<file path="src/hdl/ids_pkg.sv">
package ids_pkg;

	localparam int unsigned DEPTH_DEF      = 16;
	localparam int unsigned DATA_WIDTH_DEF = 32;

	typedef enum logic [2:0] {
		FN_PUSH_FRONT = 3'd0,
		FN_PUSH_END   = 3'd1,
		FN_PEEK       = 3'd2,
		FN_POP        = 3'd3,
		FN_READ       = 3'd4,
		FN_WRITE      = 3'd5,
		FN_SWAP       = 3'd6
	} func_t;

	typedef enum logic [1:0] {
		ST_OK    = 2'd0,
		ST_FULL  = 2'd1,
		ST_EMPTY = 2'd2,
		ST_RANGE = 2'd3
	} status_t;

	typedef enum logic [1:0] {
		S_IDLE,
		S_READ,
		S_SWAP_A,
		S_SWAP_B
	} state_t;

	// result register controls from the sequencer
	typedef struct packed {
		logic take_meta;
		logic take_data;
		logic fire;
	} res_ctl_t;

endpackage

</file>
<file path="src/hdl/ids_ram.sv">
module ids_ram #(
	parameter int unsigned WIDTH = ids_pkg::DATA_WIDTH_DEF,
	parameter int unsigned DEPTH = ids_pkg::DEPTH_DEF,
	localparam int unsigned AW   = $clog2(DEPTH)
) (
	input  logic             clk,
	input  logic             we,
	input  logic [AW-1:0]    wa,
	input  logic [WIDTH-1:0] wd,
	input  logic             re_a,
	input  logic [AW-1:0]    ra,
	output logic [WIDTH-1:0] rd_a,
	input  logic             re_b,
	input  logic [AW-1:0]    rb,
	output logic [WIDTH-1:0] rd_b
);

	logic [WIDTH-1:0] mem [DEPTH];
	logic [WIDTH-1:0] rd_a_q;
	logic [WIDTH-1:0] rd_b_q;

	always_ff @(posedge clk) begin
		if (we) begin
			mem[wa] <= wd;
		end
		if (re_a) begin
			rd_a_q <= mem[ra];
		end
		if (re_b) begin
			rd_b_q <= mem[rb];
		end
	end

	assign rd_a = rd_a_q;
	assign rd_b = rd_b_q;

endmodule

</file>
<file path="src/hdl/ids_ctrl.sv">
module ids_ctrl #(
	parameter int unsigned DEPTH      = ids_pkg::DEPTH_DEF,
	parameter int unsigned DATA_WIDTH = ids_pkg::DATA_WIDTH_DEF,
	localparam int unsigned AW        = $clog2(DEPTH),
	localparam int unsigned CW        = $clog2(DEPTH + 1)
) (
	input  logic                  clk,
	input  logic                  arst_n,
	input  logic                  start,
	input  logic [2:0]            func,
	input  logic [DATA_WIDTH-1:0] data_in,
	input  logic [AW-1:0]         index_a,
	input  logic [AW-1:0]         index_b,
	output logic                  busy,
	output logic                  mem_we,
	output logic [AW-1:0]         mem_wa,
	output logic [DATA_WIDTH-1:0] mem_wd,
	output logic                  mem_re_a,
	output logic [AW-1:0]         mem_ra,
	output logic                  mem_re_b,
	output logic [AW-1:0]         mem_rb,
	input  logic [DATA_WIDTH-1:0] mem_rd_a,
	input  logic [DATA_WIDTH-1:0] mem_rd_b,
	output ids_pkg::res_ctl_t     res,
	output logic [CW-1:0]         res_count,
	output ids_pkg::status_t      res_status
);

	ids_pkg::state_t  state_q, state_d;
	ids_pkg::func_t   fn;
	ids_pkg::status_t st;
	logic [AW-1:0]    front_q, front_nxt;
	logic [CW-1:0]    count_q, cnt_nxt;
	logic [AW-1:0]    sa_q, sb_q;
	logic [AW-1:0]    slot_a, slot_b, slot_end, front_dec, front_inc;
	logic [AW-1:0]    wr_addr, rd_addr;
	logic             full, empty, a_ok, b_ok;
	logic             go_read, go_swap, wr_en, accept;

	// (base + pos) mod DEPTH, both operands below DEPTH
	function automatic logic [AW-1:0] wrap(input logic [AW-1:0] base, input logic [AW-1:0] pos);
		logic [AW:0] s;
		s = {1'b0, base} + {1'b0, pos};
		if (s >= (AW+1)'(DEPTH)) begin
			s = s - (AW+1)'(DEPTH);
		end
		return s[AW-1:0];
	endfunction

	assign fn        = ids_pkg::func_t'(func);
	assign accept    = start && (state_q == ids_pkg::S_IDLE);
	assign full      = (count_q == CW'(DEPTH));
	assign empty     = (count_q == '0);
	assign a_ok      = (CW'(index_a) < count_q);
	assign b_ok      = (CW'(index_b) < count_q);
	assign slot_a    = wrap(front_q, index_a);
	assign slot_b    = wrap(front_q, index_b);
	assign slot_end  = wrap(front_q, AW'(count_q));
	assign front_dec = (front_q == '0) ? AW'(DEPTH - 1) : front_q - AW'(1);
	assign front_inc = (front_q == AW'(DEPTH - 1)) ? '0 : front_q + AW'(1);

	// request decode against the current pointers
	always_comb begin
		st        = ids_pkg::ST_OK;
		go_read   = 1'b0;
		go_swap   = 1'b0;
		wr_en     = 1'b0;
		wr_addr   = slot_a;
		rd_addr   = slot_a;
		cnt_nxt   = count_q;
		front_nxt = front_q;
		case (fn)
			ids_pkg::FN_PUSH_FRONT: begin
				if (full) begin
					st = ids_pkg::ST_FULL;
				end else begin
					wr_en     = 1'b1;
					wr_addr   = front_dec;
					front_nxt = front_dec;
					cnt_nxt   = count_q + CW'(1);
				end
			end
			ids_pkg::FN_PUSH_END: begin
				if (full) begin
					st = ids_pkg::ST_FULL;
				end else begin
					wr_en   = 1'b1;
					wr_addr = slot_end;
					cnt_nxt = count_q + CW'(1);
				end
			end
			ids_pkg::FN_PEEK, ids_pkg::FN_POP: begin
				if (empty) begin
					st = ids_pkg::ST_EMPTY;
				end else begin
					go_read = 1'b1;
					rd_addr = front_q;
					if (fn == ids_pkg::FN_POP) begin
						front_nxt = front_inc;
						cnt_nxt   = count_q - CW'(1);
					end
				end
			end
			ids_pkg::FN_READ: begin
				if (!a_ok) begin
					st = ids_pkg::ST_RANGE;
				end else begin
					go_read = 1'b1;
				end
			end
			ids_pkg::FN_WRITE: begin
				if (!a_ok) begin
					st = ids_pkg::ST_RANGE;
				end else begin
					wr_en = 1'b1;
				end
			end
			ids_pkg::FN_SWAP: begin
				if (!(a_ok && b_ok)) begin
					st = ids_pkg::ST_RANGE;
				end else if (index_a != index_b) begin
					go_swap = 1'b1;
				end
			end
			default: begin
			end
		endcase
	end

	always_comb begin
		state_d = state_q;
		case (state_q)
			ids_pkg::S_IDLE: begin
				if (start) begin
					if (go_read) begin
						state_d = ids_pkg::S_READ;
					end else if (go_swap) begin
						state_d = ids_pkg::S_SWAP_A;
					end
				end
			end
			ids_pkg::S_READ:   state_d = ids_pkg::S_IDLE;
			ids_pkg::S_SWAP_A: state_d = ids_pkg::S_SWAP_B;
			ids_pkg::S_SWAP_B: state_d = ids_pkg::S_IDLE;
			default:           state_d = ids_pkg::S_IDLE;
		endcase
	end

	always_comb begin
		busy       = (state_q != ids_pkg::S_IDLE);
		mem_we     = 1'b0;
		mem_wa     = wr_addr;
		mem_wd     = data_in;
		mem_re_a   = 1'b0;
		mem_ra     = rd_addr;
		mem_re_b   = 1'b0;
		mem_rb     = slot_b;
		res        = '0;
		res_count  = cnt_nxt;
		res_status = st;
		case (state_q)
			ids_pkg::S_IDLE: begin
				if (start) begin
					mem_we        = wr_en;
					mem_re_a      = go_read || go_swap;
					mem_re_b      = go_swap;
					res.take_meta = 1'b1;
					res.fire      = !(go_read || go_swap);
				end
			end
			ids_pkg::S_READ: begin
				res.take_data = 1'b1;
				res.fire      = 1'b1;
			end
			// swap: both words were read together, written back one a cycle
			ids_pkg::S_SWAP_A: begin
				mem_we = 1'b1;
				mem_wa = sa_q;
				mem_wd = mem_rd_b;
			end
			ids_pkg::S_SWAP_B: begin
				mem_we   = 1'b1;
				mem_wa   = sb_q;
				mem_wd   = mem_rd_a;
				res.fire = 1'b1;
			end
			default: begin
			end
		endcase
	end

	always_ff @(posedge clk or negedge arst_n) begin
		if (!arst_n) begin
			state_q <= ids_pkg::S_IDLE;
			front_q <= '0;
			count_q <= '0;
		end else begin
			state_q <= state_d;
			if (accept) begin
				front_q <= front_nxt;
				count_q <= cnt_nxt;
			end
		end
	end

	always_ff @(posedge clk) begin
		if (accept) begin
			sa_q <= slot_a;
			sb_q <= slot_b;
		end
	end

endmodule

</file>
<file path="src/hdl/indexed_deque_store_core.sv">
// push, write, errors and no-op fire from S_IDLE; peek, pop and read pass through S_READ;
// swap goes through S_SWAP_A then S_SWAP_B. No new request is taken while busy, due to the registered
// memory read and the single write port that a swap uses twice
// results are strobed by done for one cycle; the receiver cannot stall
// reset clears the front pointer and entry count; memory contents are left undefined
module indexed_deque_store_core #(
	parameter int unsigned DEPTH      = ids_pkg::DEPTH_DEF,
	parameter int unsigned DATA_WIDTH = ids_pkg::DATA_WIDTH_DEF,
	localparam int unsigned AW        = $clog2(DEPTH),
	localparam int unsigned CW        = $clog2(DEPTH + 1)
) (
	input  logic                  clk,
	input  logic                  arst_n,
	input  logic                  start,
	output logic                  busy,
	input  logic [2:0]            func,
	input  logic [DATA_WIDTH-1:0] data_in,
	input  logic [AW-1:0]         index_a,
	input  logic [AW-1:0]         index_b,
	output logic                  done,
	output logic [DATA_WIDTH-1:0] data_out,
	output logic [CW-1:0]         entry_count,
	output logic [1:0]            status
);

	logic                  mem_we, mem_re_a, mem_re_b;
	logic [AW-1:0]         mem_wa, mem_ra, mem_rb;
	logic [DATA_WIDTH-1:0] mem_wd, mem_rd_a, mem_rd_b;
	ids_pkg::res_ctl_t     res;
	logic [CW-1:0]         res_count;
	ids_pkg::status_t      res_status;

	logic                  done_q;
	logic [DATA_WIDTH-1:0] data_q;
	logic [CW-1:0]         cnt_q;
	ids_pkg::status_t      status_q;

	ids_ram #(
		.WIDTH (DATA_WIDTH),
		.DEPTH (DEPTH)
	) u_ram (
		.clk  (clk),
		.we   (mem_we),
		.wa   (mem_wa),
		.wd   (mem_wd),
		.re_a (mem_re_a),
		.ra   (mem_ra),
		.rd_a (mem_rd_a),
		.re_b (mem_re_b),
		.rb   (mem_rb),
		.rd_b (mem_rd_b)
	);

	ids_ctrl #(
		.DEPTH      (DEPTH),
		.DATA_WIDTH (DATA_WIDTH)
	) u_ctrl (
		.clk        (clk),
		.arst_n     (arst_n),
		.start      (start),
		.func       (func),
		.data_in    (data_in),
		.index_a    (index_a),
		.index_b    (index_b),
		.busy       (busy),
		.mem_we     (mem_we),
		.mem_wa     (mem_wa),
		.mem_wd     (mem_wd),
		.mem_re_a   (mem_re_a),
		.mem_ra     (mem_ra),
		.mem_re_b   (mem_re_b),
		.mem_rb     (mem_rb),
		.mem_rd_a   (mem_rd_a),
		.mem_rd_b   (mem_rd_b),
		.res        (res),
		.res_count  (res_count),
		.res_status (res_status)
	);

	always_ff @(posedge clk or negedge arst_n) begin
		if (!arst_n) begin
			done_q <= 1'b0;
		end else begin
			done_q <= res.fire;
		end
	end

	// data word is zero unless a read fills it in
	always_ff @(posedge clk) begin
		if (res.take_meta) begin
			cnt_q    <= res_count;
			status_q <= res_status;
			data_q   <= '0;
		end else if (res.take_data) begin
			data_q <= mem_rd_a;
		end
	end

	assign done        = done_q;
	assign data_out    = data_q;
	assign entry_count = cnt_q;
	assign status      = status_q;

	a_done_idle: assert property (@(posedge clk) disable iff (!arst_n)
		done |-> !busy)
		else $error("result strobed while still busy");

	a_accept_progress: assert property (@(posedge clk) disable iff (!arst_n)
		(start && !busy) |=> (done || busy))
		else $error("accepted word produced neither result nor busy");

	a_count_bound: assert property (@(posedge clk) disable iff (!arst_n)
		done |-> (entry_count <= CW'(DEPTH)))
		else $error("entry count above depth");

	a_full_count: assert property (@(posedge clk) disable iff (!arst_n)
		(done && (status == ids_pkg::ST_FULL)) |-> (entry_count == CW'(DEPTH)))
		else $error("full status without full count");

	a_empty_count: assert property (@(posedge clk) disable iff (!arst_n)
		(done && (status == ids_pkg::ST_EMPTY)) |-> (entry_count == '0))
		else $error("empty status with nonzero count");

endmodule
</file>
<file path="config.mk">
export PLATFORM = sky130hd
export DESIGN_NAME = indexed_deque_store_core
export DESIGN_NICKNAME = d
export VERILOG_FILES = /design/src/hdl/ids_pkg.sv /design/src/hdl/ids_ram.sv /design/src/hdl/ids_ctrl.sv /design/src/hdl/indexed_deque_store_core.sv
export SDC_FILE = /design/constraint.sdc
export NUM_CORES = 1
export LEC_CHECK = 0
export ABC_AREA = 0
export BUFFER_PORTS_ARGS = -buffer_cell sky130_fd_sc_hd__buf_4
export CORE_ASPECT_RATIO = 0.75
export CORE_MARGIN = 1.5
export CORE_UTILIZATION = 50
export DETAILED_ROUTE_END_ITERATION = 10
export PLACE_DENSITY = 0.63
export SYNTH_ARGS = -nofsm -noshare
export SYNTH_HDL_FRONTEND = slang
export SYNTH_SLANG_ARGS = --single-unit
export TNS_END_PERCENT = 5
</file>
<file path="constraint.sdc">
create_clock -name clk -period 7.3 [get_ports clk]
set_clock_uncertainty 0.1 [all_clocks]
set_input_delay 0 -clock clk [delete_from_list [all_inputs] [get_ports clk]]
set_output_delay 0 -clock clk [all_outputs]
set_load 0.005 [all_outputs]
</file>
==> implementation parameters, run 1 <==
Parameter                              Value

Outcome
  Run status ... finished, final reports clean

Yosys
  Fraction of registers with async set/reset ... 1.89%
  Number of synthesis warnings ... 0
  Proportion of synthesized chip area in sequential cells ... 62.3%
  Most area-hungry cell type in the Yosys netlist ... sky130_fd_sc_hd__edfxtp_1
  Most common cell in the netlist ... sky130_fd_sc_hd__edfxtp_1
  Prevailing post-synth register cell ... sky130_fd_sc_hd__edfxtp_1
  Number of distinct standard cells referenced by the synthesized netlist ... 58
  Share of Yosys cell area claimed by the top area cell type ... 59.1%
  Most used standard cells in the synthesized netlist ... sky130_fd_sc_hd__edfxtp_1, sky130_fd_sc_hd__nand2_1, sky130_fd_sc_hd__a21oi_1, sky130_fd_sc_hd__mux4_2, sky130_fd_sc_hd__clkbuf_1
  #FFs+latches synth ... 635
  Number of enable-type register cells in the synthesized netlist ... 591
  Synth Instances ... 2108
  Dominant cells by area after synthesis ... sky130_fd_sc_hd__edfxtp_1, sky130_fd_sc_hd__mux4_2, sky130_fd_sc_hd__a21oi_1
  Synthesized cell area ... 0.0300 mm²
  Post-Synthesis Net Count ... 2177
  Average cell area after synthesis ... 14.2 µm²

Floorplan
  Num ports ... 87
  Die area ... 0.0615 mm²
  Effective utilization at floorplan ... 50.7%
  Die Height ... 215 µm
  Die width ... 286 µm
  Area of the placeable core ... 0.0592 mm²
  Number of rows in the core area ... 77

STA
  Final sum of negative setup slack ... 0 ps
  Top achievable clock speed ... 221 MHz
  Unrepaired setup endpoints after global routing ... false
  Final Hold Vio Count ... 0
  Worst slew margin relative to its limit ... 13.5%
  Final hold slack ... 33.9 ps
  Pin slew with the least headroom to its limit ... 1300 ps
  Final-report setup violation count ... 0
  Final period util ... 61.9%
  Minimum clock period ... 4520 ps
  Slew Limit Fails ... 0

Clocking
  Clock edge transition at the registers on the reported setup and hold paths ... 60 ps
  Root Buffer Master ... sky130_fd_sc_hd__clkbuf_16
  Hold bufs inserted after CTS ... 36
  Clk buf depth ... 3
  Number of clock sinks ... 635
  Number of buffers created by CTS ... 61
  PostCTS Resize Cnt ... 0
  CTS tree ... built
  Post-CTS Repair Setup Buffers ... 0
  Clock H-tree levels ... 2
  Clock latency at the later pin of the worst-skew pair ... 630 ps

Min path
  Class of the most critical hold timing path ... in -> reg

Finish
  Fin util ... 57.4%
  Area of all sequential standard cells ... 0.0187 mm²
  Area grow syn2layout ... 13.1%
  Number of nets in the layout ... 2236
  Area of the multi-input gates ... 0.0108 mm²
  Final design instance area without fill ... 0.0339 mm²
  Antenna cells ... 0
  Share of final-layout standard cells stronger than drive strength 1 ... 19.9%
  Layout fillers ... 4686

Power and ir drop
  Final Total Pwr ... 16.0 mW
  Total power per unit cell area ... 473 mW/mm²
  Maximum vdd drop ... 0.446 mV
  Reported leakage power ... 11.5 nW

Job
  Max-Cap Viols ... 0

Placement
  Post-DP HPWL ... 45900 µm
  Placed Instance Area ... 0.0316 mm²
  Routability cong. ... 0.842
  Port Buffer Count ... 86

Global routing
  GRT Resource Usage Total ... 27.8%
  Leftover overflow at the end of global routing ... 0
  Most utilized layer in the global route result ... met2
  Met3 demand-to-capacity share in global routing ... 5.08%
  M1 GR Usage ... 41.3%
  Antenna violations before repair ... 0
  Vias in the first global route ... 19230
  Maximum number of pins on one net before global-route repair ... 152
  Wire length of the first global-routing pass ... 127000 µm
  Met2 Use GR ... 42.1%

Drt
  Routed length per instance ... 28.4 µm
  Via-per-instance ratio ... 6.52
  Number of nets with antenna violations after detailed routing ... 0
  Count of routing violations after the opening detailed-route iteration ... 2198
  Routed via count ... 19611
  Total wirelength of the detailed-routed design ... 85300 µm
  TritonRoute pass-1 iters ... 6
  DR DRC count ... 0

Setup path
  CP cell instances ... inv_1, ha_1, or4b_4, a21oi_1, a21o_4, buf_4, mux2_2, o221a_2, a2111o_1
  Cell type of the slowest stage on the worst timing path ... sky130_fd_sc_hd__a21o_4
  Path type of the worst setup path ... reg -> reg
  Arr. time, crit path ... 4790 ps
  Crit. End Element ... flop
  Required time of the worst setup path ... 7580 ps
  Nature of the critical path startpoint ... flop
  Highest cell delay on the worst timing path ... 740 ps
  CP max FO ... 67
## worst paths after layout
kind,from,to,slack [ps],cells after the start
max in group asynchronous,arst_n,u_ctrl.state_q[1],6220,3
min in group asynchronous,arst_n,u_ctrl.count_q[4],380,3
hold reg to reg,data_out[13],data_out[13],360,2
setup reg to reg,u_ctrl.count_q[1],u_ram.rd_a[0],2780,9
setup / recovery,u_ctrl.count_q[1],u_ram.rd_a[0],2780,9
hold / removal,data_in[27],u_ram.mem[2][27],30,3
## worst max-delay path: cells and delay by family (launching register included)
| family | cells | cell delay, ps |
|---|---|---|
| flip-flops | 1 | 460 |
| multiplexers | 1 | 400 |
| AO/OA/AOI/OAI | 4 | 1700 |
| buffers and inverters | 2 | 770 |
| AND/OR/NAND/NOR | 1 | 530 |
| adder cells (fa/ha/maj) | 1 | 260 |
## sequential cells by signal, indices dropped and copies added, names as in the netlist
| name | count |
|---|---|
| u_ctrl.front_q | 4 |
| u_ctrl.count_q | 5 |
| entry_count | 5 |
| data_out | 32 |
| status | 2 |
| u_ram.rd_b | 32 |
| u_ram.rd_a | 32 |
| u_ctrl.sb_q | 4 |
| u_ctrl.state_q | 2 |
| u_ram.mem | 512 |
| u_ctrl.sa_q | 4 |
| done | 1 |
## power by group
part           internal [mW]  switching, mW  leakage [nW]
sequential              4.97          0.297          5.74
clock                   1.82           1.37         0.986
combinational           2.87           4.70          4.73
## layer usage
metal	part of all wire (%)	wire, µm
met1	43	36600
met2	45	38700
met3	9.1	7770
met4	2.6	2230
met5	0	0
## cells in the final DEF, fill, tap and decap left out, types with 19 or more instances in the layout
master                          count
sky130_fd_sc_hd__a32oi_1           32
sky130_fd_sc_hd__buf_4            127
sky130_fd_sc_hd__nor2_1            40
sky130_fd_sc_hd__nand2_1          274
sky130_fd_sc_hd__and2_1            33
sky130_fd_sc_hd__clkbuf_16         62
sky130_fd_sc_hd__a211oi_1          39
sky130_fd_sc_hd__a2111o_1          32
sky130_fd_sc_hd__a221oi_1          67
sky130_fd_sc_hd__mux2i_1          100
sky130_fd_sc_hd__ha_1              19
sky130_fd_sc_hd__nor2b_1           36
sky130_fd_sc_hd__edfxtp_1         591
sky130_fd_sc_hd__dfxtp_1           32
sky130_fd_sc_hd__mux4_2           128
sky130_fd_sc_hd__a21oi_1          241
sky130_fd_sc_hd__a21o_1            40
sky130_fd_sc_hd__dlygate4sd3_1     36
## cells by family (layout without fill, tap and decap cells)
logic type | after synthesis | after routing | synth area share, %
xor+xnor | 20 | 20 | 0.584
fa+ha+maj | 23 | 23 | 1.03
simple gates | 436 | 436 | 6.37
compound gates | 543 | 543 | 12.7
flops | 635 | 635 | 62.3
buf+inv | 187 | 298 | 2.56
mux | 264 | 264 | 14.5
## layout make-up
class,instances,share of cell area [%]
Tap cell,790,2.91
Inverter,17,0.188
Clock inverter,34,0.951
Timing Repair Buffer,166,4.05
Multi-Input combinational cell,1286,31.9
Sequential cell,635,55.1
Clock buffer,81,4.96
## metrics by stage
| step | instances | worst slack, ps |
|---|---|---|
| final | 3009 | 2780 |
| after global routing | 3009 | 2650 |
| after CTS | 3009 | 2830 |
| after detailed placement | 2858 | 2830 |
| after global placement | 2858 | 2940 |
| after floorplan | 2108 | 3230 |
Note: power is estimated with default switching activity, not from simulation.
==> inputs of run 2 (changes only) <==
Clock period 7.3 ns to 4.3 ns, I/O delays scaled along.
==> run 2 against run 1 <==
- via count up 2.2%
- fmax grew 9.7%
- worst hold slack worse by 24 ps
- routed wire length about the same
- setup slack worse by 2600 ps
- design area is 2.6% higher
- sequential power grew 69%
- largest power group unchanged
- highest routed layer unchanged
==> implementation parameters, run 2 (synthesis gave the netlist of run 1 again) <==
Parameter                              Value

Drt
  Count of routing violations after the opening detailed-route iteration ... 2244 (was 2198)
  Number of nets with antenna violations after detailed routing ... 0 (unchanged)
  Total wirelength of the detailed-routed design ... 85300 µm (about the same)
  Via-per-instance ratio ... 6.53 (was 6.52)
  DR DRC count ... 0 (unchanged)
  Routed length per instance ... 27.8 µm (was 28.4 µm)
  Routed via count ... 20047 (was 19611)
  TritonRoute pass-1 iters ... 6 (unchanged)

Clocking
  Post-CTS Repair Setup Buffers ... 0 (unchanged)
  Root Buffer Master ... sky130_fd_sc_hd__clkbuf_16 (unchanged)
  CTS tree ... built (unchanged)
  Clk buf depth ... 3 (unchanged)
  Number of buffers created by CTS ... 66 (was 61)
  Clock H-tree levels ... 3 (was 2)
  Clock edge transition at the registers on the reported setup and hold paths ... 60 ps (about the same)
  Clock latency at the later pin of the worst-skew pair ... 600 ps (was 630 ps)
  Number of clock sinks ... 635 (unchanged)

Finish
  Largest register FFs ... 512 (unchanged)
  Antenna cells ... 0 (unchanged)
  Share of final-layout standard cells stronger than drive strength 1 ... 22.1% (was 19.9%)
  Layout fillers ... 4582 (was 4686)
  Number of nets in the layout ... 2298 (was 2236)
  Final standard cell count with taps included and fillers excluded ... 3070 (was 3009)
  Register ranked first by flip-flop count ... u_ram.mem (unchanged)
  Area of the multi-input gates ... 0.0108 mm² (unchanged)
  Most frequent cells in the layout ... sky130_fd_sc_hd__edfxtp_1, sky130_fd_sc_hd__nand2_1, sky130_fd_sc_hd__a21oi_1 (unchanged)
  Area grow syn2layout ... 16.0% (was 13.1%)
  Most common library cell in the layout ignoring fill and taps ... sky130_fd_sc_hd__edfxtp_1 (unchanged)
  Area of all sequential standard cells ... 0.0187 mm² (about the same)

Placement
  Post-DP HPWL ... 49800 µm (was 45900 µm)
  Worst slack after detailed placement ... 252 ps (was 2830 ps)
  Routability cong. ... 0.832 (was 0.842)
  Port Buffer Count ... 86 (unchanged)
  Placed cells ... 2917 (was 2858)

Job
  Max-Cap Viols ... 0 (unchanged)

Setup path
  Highest cell delay on the worst timing path ... 910 ps (was 740 ps)
  Most frequent cell on the critical path ... sky130_fd_sc_hd__o211ai_1
  Buffer and inverter count on the worst path ... 1 (was 2)
  Required time of the worst setup path ... 4510 ps (was 7580 ps)
  Reg2Reg Launch Point ... u_ctrl.front_q[0] (was u_ctrl.count_q[1])
  Nature of the critical path startpoint ... flop (unchanged)
  CP cell instances ... ha_1, fa_1, o211ai_1, o211ai_1, nor4bb_1, o211ai_1, nor2_4, buf_4 (was inv_1, ha_1, or4b_4, a21oi_1, a21o_4, buf_4, mux2_2, o221a_2, a2111o_1)
  Beginning of the critical path ... u_ctrl.front_q[0] (was u_ctrl.count_q[1])
  CP max FO ... 26 (was 67)
  Family with the most delay on the worst path ... simple AND/OR/NAND/NOR gates (was compound AO/OA/AOI/OAI gates)
  Crit. End Element ... flop (unchanged)
  Cell type of the slowest stage on the worst timing path ... sky130_fd_sc_hd__nor2_4 (was sky130_fd_sc_hd__a21o_4)
  Arr. time, crit path ... 4330 ps (was 4790 ps)
  Path type of the worst setup path ... reg -> reg (unchanged)

STA
  Slew Limit Fails ... 0 (unchanged)
  Final period util ... 95.7% (was 61.9%)
  Final-report setup violation count ... 0 (unchanged)
  Final hold slack ... 10.1 ps (was 33.9 ps)
  Final critical-path setup slack ... 186 ps (was 2780 ps)
  Worst slew margin relative to its limit ... 11.6% (was 13.5%)
  Minimum clock period ... 4110 ps (was 4520 ps)
  Pin slew with the least headroom to its limit ... 1330 ps (was 1300 ps)
  Final Hold Vio Count ... 0 (unchanged)
  Top achievable clock speed ... 243 MHz (was 221 MHz)
  Unrepaired setup endpoints after global routing ... true (was false)

Power and ir drop
  Switching share of power ... 38.9% (was 39.8%)
  Sequential cell fraction of total power ... 31.6% (was 32.8%)
  Clock network power share ... 20.4% (was 19.9%)
  P_sw ... 10.9 mW (was 6.37 mW)
  Comb pwr share ... 48.0% (was 47.2%)
  Internal power ... 17.2 mW (was 9.66 mW)
  Reported leakage power ... 11.9 nW (was 11.5 nW)
  Final Total Pwr ... 28.1 mW (was 16.0 mW)
  Total power per unit cell area ... 808 mW/mm² (was 473 mW/mm²)
  Maximum vdd drop ... 0.805 mV (was 0.446 mV)

Global routing
  GRT Resource Usage Total ... 27.8% (about the same)
  Wire length of the first global-routing pass ... 127000 µm (about the same)
  Leftover overflow at the end of global routing ... 0 (unchanged)
  Vias in the first global route ... 19767 (was 19230)
  Antenna violations before repair ... 0 (unchanged)
  Maximum number of pins on one net before global-route repair ... 71 (was 152)

Floorplan
  Num ports ... 87 (unchanged)
  Die width ... 286 µm (unchanged)
  Number of rows in the core area ... 77 (unchanged)
  Effective utilization at floorplan ... 50.7% (unchanged)
  Die area ... 0.0615 mm² (unchanged)
  Die Height ... 215 µm (unchanged)
  Area of the placeable core ... 0.0592 mm² (unchanged)

Min path
  Class of the most critical hold timing path ... in -> reg (unchanged)
  HP Start ... data_in[13] (was data_in[27])

Outcome
  Run status ... finished, final reports clean (unchanged)
run 2: cell count changes in the layout (fill, tap and decap cells not counted), sizes merged:
cell / previous run / this run
buf: 130 / 189
clkinv: 26 / 15
clkbuf: 81 / 89
clkinvlp: 2 / 6
inv: 17 / 20
dlygate4sd3: 36 / 34
run 2: worst reg2reg max path, delay by kind of cell, from the launching register on:
| kind | cells | cell delay, ps |
|---|---|---|
| DFF | 1 | 480 |
| adders and majority gates | 2 | 760 |
| and+or+nand+nor | 2 | 1390 |
| buffers and inverters | 1 | 330 |
| AOI/OAI and AO/OA | 3 | 770 |
run 2: per-stage QoR:
step	util (%)	setup TNS, ps	instance area (µm²)
6_report	58.9	0	34800
5_1_grt	58.9	-73.7	34800
4_1_cts	58.9	0	34800
3_5_place_dp	54.7	0	32400
3_3_place_gp	54.7	0	32400
2_1_floorplan	-	0	30000
run 2: path summary, 6_finish.rpt:
kind                                      to  cells after the start  slack (ps)
setup / recovery           u_ram.mem[14][15]                      8         190
hold / removal              u_ram.mem[0][13]                      3          10
setup reg to reg           u_ram.mem[14][15]                      8         190
hold reg to reg                  data_out[9]                      2         360
max in group asynchronous  u_ctrl.state_q[1]                      3        3170
min in group asynchronous               done                      3         420
run 2: metal layers:
layer	wire length [µm]	track usage [%]	up-vias	share of wire [%]
met3	6790	5.27	165	8.0
met1	37500	40.8	10362	44
met4	2290	8.02	0	2.7
met5	0	0	-	0
li1	-	-	8609	-
met2	38800	42.4	911	45
run 2: area by class of cell:
type                       instances  area share, %
tap                              790           2.84
timing repair buffer             223           6.13
multi-input combinational       1286           31.0
sequential                       635           53.7
clock buffer                      89           5.17
clock inverter                    30          0.966
inverter                          17          0.183
run 2: power by group through the flow:
| stage | clock network, mW | registers [mW] | logic [mW] |
|---|---|---|---|
| 6_report | 5.74 | 8.90 | 13.5 |
| 3_5_place_dp | 0 | 9.02 | 13.4 |
| 5_1_grt | 6.05 | 8.98 | 14.4 |
| 2_1_floorplan | 0 | 8.83 | 8.80 |
| 3_3_place_gp | 0 | 8.98 | 13.2 |
| 4_1_cts | 5.81 | 8.89 | 13.4 |
run 2: what timing repair did:
| action | CTS | global route |
|---|---|---|
| gates resized for setup | 0 | 1 |
| endpoints found under the hold margin | 387 | 0 |
| hold buffers | 34 | 0 |
| endpoints found under the setup margin | 0 | 7 |
